[config.mk]
export PLATFORM = sky130hd
export DESIGN_NAME = sensor_reply_crc_check_and_convert_top
export DESIGN_NICKNAME = d
export VERILOG_FILES = /design/src/rtl/srcc_pkg.sv /design/src/rtl/srcc_conv.sv /design/src/rtl/sensor_reply_crc_check_and_convert_top.sv
export SDC_FILE = /design/constraint.sdc
export NUM_CORES = 1
export LEC_CHECK = 0
export BUFFER_PORTS_ARGS = -buffer_cell sky130_fd_sc_hd__buf_2
export CAP_MARGIN = 25
export CORE_ASPECT_RATIO = 0.7
export CORE_UTILIZATION = 69
export DETAILED_ROUTE_END_ITERATION = 8
export PLACE_DENSITY = 0.85
export SLEW_MARGIN = 5
export SYNTH_ARGS = -nofsm -noshare
export SYNTH_HDL_FRONTEND = slang
export SYNTH_SLANG_ARGS = --single-unit
[constraint.sdc]
create_clock -name aclk -period 20.1 [get_ports aclk]
set_clock_uncertainty 0.15 [all_clocks]
set_input_delay 1.005 -clock aclk [delete_from_list [all_inputs] [get_ports aclk]]
set_output_delay 1.005 -clock aclk [all_outputs]
set_load 0.005 [all_outputs]
[src/rtl/srcc_pkg.sv]
`timescale 1ns / 1ps
`default_nettype none

package srcc_pkg;

    localparam logic [2:0] POS_HIGH0 = 3'd0;
    localparam logic [2:0] POS_LOW0  = 3'd1;
    localparam logic [2:0] POS_CRC0  = 3'd2;
    localparam logic [2:0] POS_HIGH1 = 3'd3;
    localparam logic [2:0] POS_LOW1  = 3'd4;
    localparam logic [2:0] POS_CRC1  = 3'd5;

    localparam logic [7:0] CRC_INIT = 8'hFF;
    localparam logic [7:0] CRC_POLY = 8'h31;

    localparam logic [1:0] STATUS_OK         = 2'd0;
    localparam logic [1:0] STATUS_FIRST_BAD  = 2'd1;
    localparam logic [1:0] STATUS_SECOND_BAD = 2'd2;

    typedef struct packed {
        logic signed [14:0] temp_centi_c;
        logic [13:0]        humid_centi_pct;
        logic               humid_cropped;
    } conv_t;

    function automatic logic [7:0] crc8_take(input logic [7:0] crc, input logic [7:0] data);
        logic [7:0] c;
        c = crc ^ data;
        for (int k = 0; k < 8; k++) begin
            c = c[7] ? ((c << 1) ^ CRC_POLY) : (c << 1);
        end
        return c;
    endfunction

endpackage

`default_nettype wire

[src/rtl/srcc_conv.sv]
`timescale 1ns / 1ps
`default_nettype none

module srcc_conv
    import srcc_pkg::*;
(
    input  wire logic [15:0] first_word,
    input  wire logic [15:0] second_word,
    output conv_t            res
);

    localparam logic [14:0] TEMP_SCALE   = 15'd17500;
    localparam logic [13:0] HUM_SCALE    = 14'd12500;
    localparam logic [15:0] TEMP_OFFSET  = 16'd4500;
    localparam logic [14:0] HUM_OFFSET   = 15'd600;
    localparam logic [13:0] HUM_FULL     = 14'd10000;
    localparam logic [29:0] HUM_HIGH_LIM = 30'd694671000;
    localparam logic [29:0] HUM_LOW_LIM  = 30'd39321000;
    localparam logic [30:0] HALF_SCALE   = 31'd32767;
    localparam logic [16:0] FULL_SCALE   = 17'd65535;

    // round(num / 65535): one add and compare after the shift
    function automatic logic [14:0] div_full_round(input logic [30:0] num);
        logic [30:0] y;
        logic [14:0] q0;
        logic [16:0] r;
        y  = num + HALF_SCALE;
        q0 = y[30:16];
        r  = {1'b0, y[15:0]} + {2'b0, q0};
        return (r >= FULL_SCALE) ? q0 + 15'd1 : q0;
    endfunction

    logic [30:0] temp_num;
    logic [29:0] hum_num;
    logic [14:0] temp_q;
    logic [15:0] temp_full;
    logic [14:0] hum_q;
    logic [14:0] hum_diff;

    assign temp_num  = {15'b0, first_word} * {16'b0, TEMP_SCALE};
    assign hum_num   = {14'b0, second_word} * {16'b0, HUM_SCALE};
    assign temp_q    = div_full_round(temp_num);
    assign temp_full = {1'b0, temp_q} - TEMP_OFFSET;
    assign hum_q     = div_full_round({1'b0, hum_num});
    assign hum_diff  = hum_q - HUM_OFFSET;

    always_comb begin
        res.temp_centi_c = signed'(temp_full[14:0]);
        if (hum_num > HUM_HIGH_LIM) begin
            res.humid_centi_pct = HUM_FULL;
            res.humid_cropped   = 1'b1;
        end else if (hum_num < HUM_LOW_LIM) begin
            res.humid_centi_pct = 14'd0;
            res.humid_cropped   = 1'b1;
        end else begin
            res.humid_centi_pct = hum_diff[13:0];
            res.humid_cropped   = 1'b0;
        end
    end

endmodule

`default_nettype wire

[src/rtl/sensor_reply_crc_check_and_convert_top.sv]
// Sensor reply checker and converter.
// Input channel (s_valid/s_ready): one reply byte per item, s_reply_start
// marks the first byte of a reply and restarts the byte count and CRC.
// A reply is a big-endian word, its CRC-8 (poly 0x31, init 0xFF), a second
// word and its CRC-8. Without a start flag the count wraps after six bytes.
// Output channel (m_valid/m_ready): one item per six-byte reply, holding
// both words, the CRC status, temperature in 0.01 C and humidity in
// 0.01 %RH cropped to 0..10000 with a crop flag.
// The result is registered and valid in the cycle after the sixth byte is accepted.
// Throughput: one byte per cycle unless s_ready is low; the whole conversion for a
// reply is combinational between the held word registers and the output register.
// When the receiver stalls, bytes one to five of the next reply are still
// accepted; its sixth byte waits until the pending result is taken.
// Reset (aresetn low, synchronous) clears the byte count, sets the CRC to
// 0xFF, clears the first-word check and clears the output valid flag.
`timescale 1ns / 1ps
`default_nettype none

module sensor_reply_crc_check_and_convert_top
    import srcc_pkg::*;
(
    input  wire logic               aclk,
    input  wire logic               aresetn,
    input  wire logic               s_valid,
    output logic                    s_ready,
    input  wire logic [7:0]         s_rx_byte,
    input  wire logic               s_reply_start,
    output logic                    m_valid,
    input  wire logic               m_ready,
    output logic [15:0]             m_first_word,
    output logic [15:0]             m_second_word,
    output logic [1:0]              m_check_status,
    output logic signed [14:0]      m_temp_centi_c,
    output logic [13:0]             m_humid_centi_pct,
    output logic                    m_humid_cropped
);

    logic [2:0]  pos_reg, pos_next;
    logic [7:0]  crc_reg, crc_next;
    logic        first_good_reg, first_good_next;
    logic [7:0]  high_reg, high_next;
    logic [15:0] first_word_reg, first_word_next;
    logic [15:0] second_word_reg, second_word_next;

    logic        m_valid_reg, m_valid_next;
    logic [15:0] m_first_reg;
    logic [15:0] m_second_reg;
    logic [1:0]  m_status_reg;
    conv_t       m_conv_reg;

    logic        restart;
    logic [2:0]  pos_cur;
    logic [7:0]  crc_cur;
    logic [7:0]  crc_upd;
    logic        emit;
    logic        accept;
    logic [1:0]  status;
    conv_t       conv;

    srcc_conv u_conv (
        .first_word  (first_word_reg),
        .second_word (second_word_reg),
        .res         (conv)
    );

    assign restart = s_reply_start || (pos_reg > POS_CRC1);
    assign pos_cur = restart ? POS_HIGH0 : pos_reg;
    assign crc_cur = restart ? CRC_INIT : crc_reg;
    assign crc_upd = crc8_take(crc_cur, s_rx_byte);
    assign emit    = (pos_cur == POS_CRC1);
    assign s_ready = !emit || !m_valid_reg || m_ready;
    assign accept  = s_valid && s_ready;

    assign status = !first_good_reg ? STATUS_FIRST_BAD
                  : (crc_cur != s_rx_byte) ? STATUS_SECOND_BAD : STATUS_OK;

    always_comb begin
        pos_next         = pos_reg;
        crc_next         = crc_reg;
        first_good_next  = first_good_reg;
        high_next        = high_reg;
        first_word_next  = first_word_reg;
        second_word_next = second_word_reg;
        if (accept) begin
            pos_next = pos_cur + 3'd1;
            case (pos_cur)
                POS_HIGH0, POS_HIGH1: begin
                    crc_next  = crc_upd;
                    high_next = s_rx_byte;
                end
                POS_LOW0: begin
                    crc_next        = crc_upd;
                    first_word_next = {high_reg, s_rx_byte};
                end
                POS_CRC0: begin
                    first_good_next = (crc_cur == s_rx_byte);
                    crc_next        = CRC_INIT;
                end
                POS_LOW1: begin
                    crc_next         = crc_upd;
                    second_word_next = {high_reg, s_rx_byte};
                end
                default: begin
                    pos_next = POS_HIGH0;
                    crc_next = CRC_INIT;
                end
            endcase
        end
    end

    always_comb begin
        if (accept && emit) begin
            m_valid_next = 1'b1;
        end else if (m_ready) begin
            m_valid_next = 1'b0;
        end else begin
            m_valid_next = m_valid_reg;
        end
    end

    always_ff @(posedge aclk) begin
        if (!aresetn) begin
            pos_reg        <= POS_HIGH0;
            crc_reg        <= CRC_INIT;
            first_good_reg <= 1'b0;
            m_valid_reg    <= 1'b0;
        end else begin
            pos_reg        <= pos_next;
            crc_reg        <= crc_next;
            first_good_reg <= first_good_next;
            m_valid_reg    <= m_valid_next;
        end
    end

    always_ff @(posedge aclk) begin
        high_reg        <= high_next;
        first_word_reg  <= first_word_next;
        second_word_reg <= second_word_next;
        if (accept && emit) begin
            m_first_reg  <= first_word_reg;
            m_second_reg <= second_word_reg;
            m_status_reg <= status;
            m_conv_reg   <= conv;
        end
    end

    assign m_valid           = m_valid_reg;
    assign m_first_word      = m_first_reg;
    assign m_second_word     = m_second_reg;
    assign m_check_status    = m_status_reg;
    assign m_temp_centi_c    = m_conv_reg.temp_centi_c;
    assign m_humid_centi_pct = m_conv_reg.humid_centi_pct;
    assign m_humid_cropped   = m_conv_reg.humid_cropped;

    a_pos_range: assert property (@(posedge aclk) disable iff (!aresetn)
        pos_reg <= POS_CRC1)
        else $error("byte position out of range");

    a_emit_valid: assert property (@(posedge aclk) disable iff (!aresetn)
        (accept && emit) |=> m_valid)
        else $error("sixth byte accepted without a result");

    a_no_overwrite: assert property (@(posedge aclk) disable iff (!aresetn)
        (m_valid && !m_ready && emit) |-> !s_ready)
        else $error("pending result would be overwritten");

    a_status_code: assert property (@(posedge aclk) disable iff (!aresetn)
        m_valid |-> (m_check_status == STATUS_OK || m_check_status == STATUS_FIRST_BAD
                     || m_check_status == STATUS_SECOND_BAD))
        else $error("invalid check status");

endmodule

`default_nettype wire
# [After elaboration in Yosys (flattened, before gate mapping)]
# Cells that the tools add are included.
[word_totals] wordCells=81 in_bits=13 register_bits=117 out_inout_bits=66
[classes] mul=2 bitwise_logic=9 eq_ne=7 reduce_logical=17 magnitude_cmp=5 n_mux=18 n_addsub=9
[ops] op="$mux 6" n=8
[ops] op="$add 16x15->17" n=2
[ops] op="$ge 17x16->1 const B" n=2
[ops] op="$add 30x15->31 const B" n=1
[ops] op="$add 31x15->31 const B" n=1
[ops] op="$gt 30x30->1 const B" n=1
[ops] op="$lt 30x26->1 const B" n=1
[ops] op="$mux 15" n=2
[ops] op="$mul 16x13->29 const B" n=1
[ops] op="$mul 16x12->28 const B" n=1
[ops] op="$not 3->3" n=8
[ops] op="$mux 8" n=2
[ops] op="$add 15x1->15 const B" n=1
[ops] op="$sub 15x13->15 const B" n=1
[ops] op="$add 14x1->14 const B" n=1
[ops] op="$mux 14" n=1
[ops] op="$sub 14x10->14 const B" n=1
[ops] op="$eq 8x8->1" n=1
[ops] op="$ne 8x8->1" n=1
[ops] op="$reduce_and 2->1" n=4
[ops] op="$xor 8x8->8" n=1
[ops] op="$eq 3x2->1 const B" n=2
[ops] op="$eq 3x3->1 const B" n=2
[ops] op="$mux 3" n=2
[ops] op="other kinds (13)" n=19

# [Logic depth before layout (Yosys ltp)]
[depth] word_depth=21 depth_mapped=43 depth_no_buf=43

# [By module]
# Synthesis repeated with hierarchy kept, for this count alone.
[hier_totals] hier_cells=1756 area_unflattened_um2=16109.2
[by_module_without_submodules] mod="srcc_conv" seq_area_each_um2=0.0 area_per_inst_um2=11937.7 cells_each=1539 instances=1
[by_module_without_submodules] mod="sensor_reply_crc_check_and_convert_top" seq_area_each_um2=3383.2 area_per_inst_um2=4171.5 cells_each=217 instances=1

# [Worst setup path before layout]
# No wires, ideal clock.
[synth_timing] path_kind="register to register" from="register first_word_reg[10]" to="register m_conv_reg (netlist bit m_temp_centi_c[10]), data pin" slack_ns=9.851 n_path_buf=1 synth_period_minus_slack_ns=10.249 stages_incl_launch_ff=39 t_arrival_ns=9.828 required_ns=19.678 setup_ns=0.272 path_cell_list="edfxtp_1 ha_1 inv_1 fa_1 inv_1 ha_1 fa_1 inv_1 fa_1 inv_1 ha_1 clkbuf_1 nand3_1 o221ai_1 a211oi_1 or3_1 nor4_1 nand4_1 [3 not listed] a21oi_1 xor2_1 or4_1 a2111oi_0 nand3_1 a2111oi_0 nand4_1 nor4_1 o21ai_0 a211o_1 nand2_1 nand3_1 xnor2_1 ha_1 or3_1 a32o_1 a21oi_1 xnor2_1"
[synth_lines] element="start: declaration" line="sensor_reply_crc_check_and_convert_top.sv:42" text="logic [15:0] first_word_reg, first_word_next;"
[synth_lines] element="start signal: assignment" line="sensor_reply_crc_check_and_convert_top.sv:137" text="first_word_reg <= first_word_next;"
[synth_lines] element="end signal: assignment" line="sensor_reply_crc_check_and_convert_top.sv:143" text="m_conv_reg <= conv;"
[synth_lines] element="end: declaration" line="sensor_reply_crc_check_and_convert_top.sv:49" text="conv_t m_conv_reg;"

==> impl_metrics.tcl <==
set metrics [dict create \
    status "completed" \
    syn-num-nets 2102 \
    max_stage_delay_ps 670 \
    tightest_slew_ps 981.7 \
    hold_violations 0 \
    numPortBuffers 78 \
    die_height_um 129.5 \
    maxSlewViolCount 0 \
    synth-edff-count 104 \
    antenna_found_initial 0 \
    clock_path_buffers 2 \
    clock_latency_ps 450 \
    ys_warn_count 0 \
    grt_pass1_wl_um 63040 \
    reg2reg_depth 37 \
    max-vdd-ir-drop_uv 108.5 \
    whs_path_depth 0 \
    drt_first_pass_iters 5 \
    cpMaxStageDelayCell "nor4_1" \
    maxCapViolations 0 \
    cellLeakagePower_nw 7.836 \
    synth-seq-cells 117 \
    cp-end-kind "flip-flop" \
    setup_violations 0 \
    diodes 0 \
    layout.cells.non_filler 2157 \
    drc_errors 0 \
    grt_overflow 0 \
    numCtsBuffers 17 \
    max_freq_ghz 0.08293 \
    drtIter0Drc 1244 \
    synth_top_area_share_pct 19.49 \
    via_per_inst 6.226 \
    cts_setup_buffers 0 \
    synth_area_leaders "edfxtp_1 (19%), ha_1 (19%), fa_1 (10%)" \
    p_per_area_mw_per_mm2 82.14 \
    async_flop_share_pct 0 \
    total_power_mw 1.416 \
    cts_sinks 117 \
    initial_core_util_pct 70.47 \
    grt_pass1_vias 12430 \
    drt-wirelength-per-cell_um 18.62 \
    worstSetupPathType "reg -> reg" \
    via_count 13430 \
    gp_congestion 0.9862 \
    hold_path.class "reg -> reg" \
    reg2reg_setup_slack_ps 8040 \
    rows 46 \
    io_pins 79 \
    synthFlopType "edfxtp_1" \
    grt_usage_pct 34.18 \
    dp.cells 2125 \
    r2r_end "m_temp_centi_c[14]$_DFFE_PP_" \
    core-area_mm2 0.02273 \
    crit_required_ps 20140 \
    synth-seq-area-share_pct 21.12 \
    cts.reportedPaths.clkPinSlew_ps 70 \
    fin_nets 2177 \
    arrival_ps 12100 \
    die_w_um 184.1 \
    rsz0062_at_grt "no" \
    post_dp_cell_area_mm2 0.01664 \
    finalSetupTns_ps 0 \
    wl_um 40160 \
    holdPathEnd "second_word_reg[14]$_DFFE_PP_" \
    post_cts_resize_count 0 \
    path_common_cell "ha_1" \
    grt_max_degree 56 \
    start_kind "flip-flop" \
    dieArea_mm2 0.02384 \
    relSlewSlack_pct 33.72 \
    synthesis.area_mm2 0.01602 \
    final.fill_count 1559 \
    r2r_start "first_word_reg[12]$_DFFE_PP_" \
    period_share_pct 59.99 \
    min-delay-start "high_reg[6]$_DFFE_PP_" \
    hpwl_um 31670 \
    synthCells 1757 \
    stdcell_area_mm2 0.01724 \
    cts_root_buffer "clkbuf_16" \
    syn_area_per_cell_um2 9.119 \
    cts_max_level 4 \
    area_growth_pct 7.575 \
    drive_above_1_share_pct 9.593 \
    cts_tree "done" \
    startpoint "first_word_reg[12]$_DFFE_PP_" \
    post-synth-top-area-cell "edfxtp_1" \
    synth.distinct_cells 108 \
    min_period_ps 12060 \
    ctsHoldBuffers 0 \
    ant_nets 0 \
    critPathMaxFanout 8 \
]
[worst max-delay path by stage]
stage | to
floorplan | m_temp_centi_c[10]$_DFFE_PP_
global placement | m_temp_centi_c[10]$_DFFE_PP_
detailed placement | m_temp_centi_c[10]$_DFFE_PP_
CTS | m_temp_centi_c[14]$_DFFE_PP_
global route | m_temp_centi_c[14]$_DFFE_PP_
finish | m_temp_centi_c[14]$_DFFE_PP_
[cells in the mapped netlist, drive strengths merged, types with 8 or more instances]
| cell | number |
|---|---|
| nor3 | 42 |
| o22ai | 12 |
| a31oi | 12 |
| nand3 | 50 |
| o21a | 16 |
| nand4 | 23 |
| dfxtp | 13 |
| or2 | 10 |
| ha | 249 |
| edfxtp | 104 |
| nand2b | 11 |
| or3 | 18 |
| o31ai | 8 |
| a211oi | 16 |
| xnor2 | 111 |
| o311ai | 8 |
| a21oi | 87 |
| clkbuf | 17 |
| a31o | 8 |
| nand2 | 113 |
| nor4 | 20 |
| nor2 | 88 |
| o21bai | 9 |
| nor2b | 18 |
| and3 | 19 |
| fa | 83 |
| a21o | 28 |
| o211ai | 14 |
| xor2 | 59 |
| o21ai | 57 |
| mux2i | 9 |
| and2 | 26 |
| inv | 277 |
| a211o | 9 |
| or4 | 9 |
[cells by family after synthesis]
kind of cell,synth area share (%)
AND/OR/NAND/NOR,15.20
AO/OA/AOI/OAI,15.67
adder cells (fa/ha/maj),29.82
buffers and inverters,7.591
XOR/XNOR,9.528
flip-flops,21.12
multiplexers,1.078
[critical path, delay by kind of cell, from the launching register on]
family                     cells  cell delay [ps]
AOI/OAI and AO/OA              8             2460
xor gates and xnor gates       3              820
adders and majority gates      8             3170
buffers and inverters          5              630
DFF                            1              520
and+or+nand+nor               13             4040
[cell usage in the layout, fill, tap and decap left out, types with 17 or more instances in the layout]
| master | count |
|---|---|
| xor2_1 | 57 |
| inv_1 | 277 |
| a21o_1 | 26 |
| nor2b_1 | 18 |
| edfxtp_1 | 104 |
| and3_1 | 17 |
| nor4_1 | 18 |
| a21oi_1 | 86 |
| o21ai_0 | 55 |
| clkbuf_16 | 17 |
| buf_2 | 78 |
| ha_1 | 249 |
| fa_1 | 83 |
| xnor2_1 | 111 |
| nand2_1 | 112 |
| and2_1 | 19 |
| nor3_1 | 41 |
| nor2_1 | 87 |
| nand3_1 | 50 |
| nand4_1 | 22 |
[where the power goes]
group	leakage, nW	switching [mW]	internal (mW)	total [mW]
clock	0.287	0.129	0.186	0.315
combinational	6.51	0.500	0.307	0.807
sequential	1.04	0.00734	0.286	0.294
total	7.84	0.637	0.779	1.42
[layout make-up]
| class | instances | area, um^2 | share of cell area [%] |
|---|---|---|---|
| sequential | 117 | 3383 | 19.63 |
| clock inverter | 15 | 167.7 | 0.9728 |
| inverter | 279 | 1047 | 6.076 |
| clock buffer | 17 | 425.4 | 2.468 |
| tap | 312 | 390.4 | 2.265 |
| multi-input combinational | 1338 | 11420 | 66.28 |
| timing repair buffer | 79 | 397.9 | 2.309 |
[routing by layer]
metal  wire [um]  GRT usage (%)  vias to the layer above
met5           0              0                        -
met2       16760          51.45                      682
met4         642          8.186                        0
li1            -              -                     6368
met3        3881          7.954                       65
met1       18870          49.69                     6314
[metrics by stage]
step	setup WS [ps]	hold WS [ps]	utilization [%]
2_1_floorplan	9851	271.5	-
3_3_place_gp	8872	289.7	73.20
3_5_place_dp	8438	282.1	73.20
4_1_cts	8352	319.9	75.81
5_1_grt	7440	333.7	75.81
6_report	8041	324.4	75.81
Note: power is estimated with default switching activity, not from simulation.
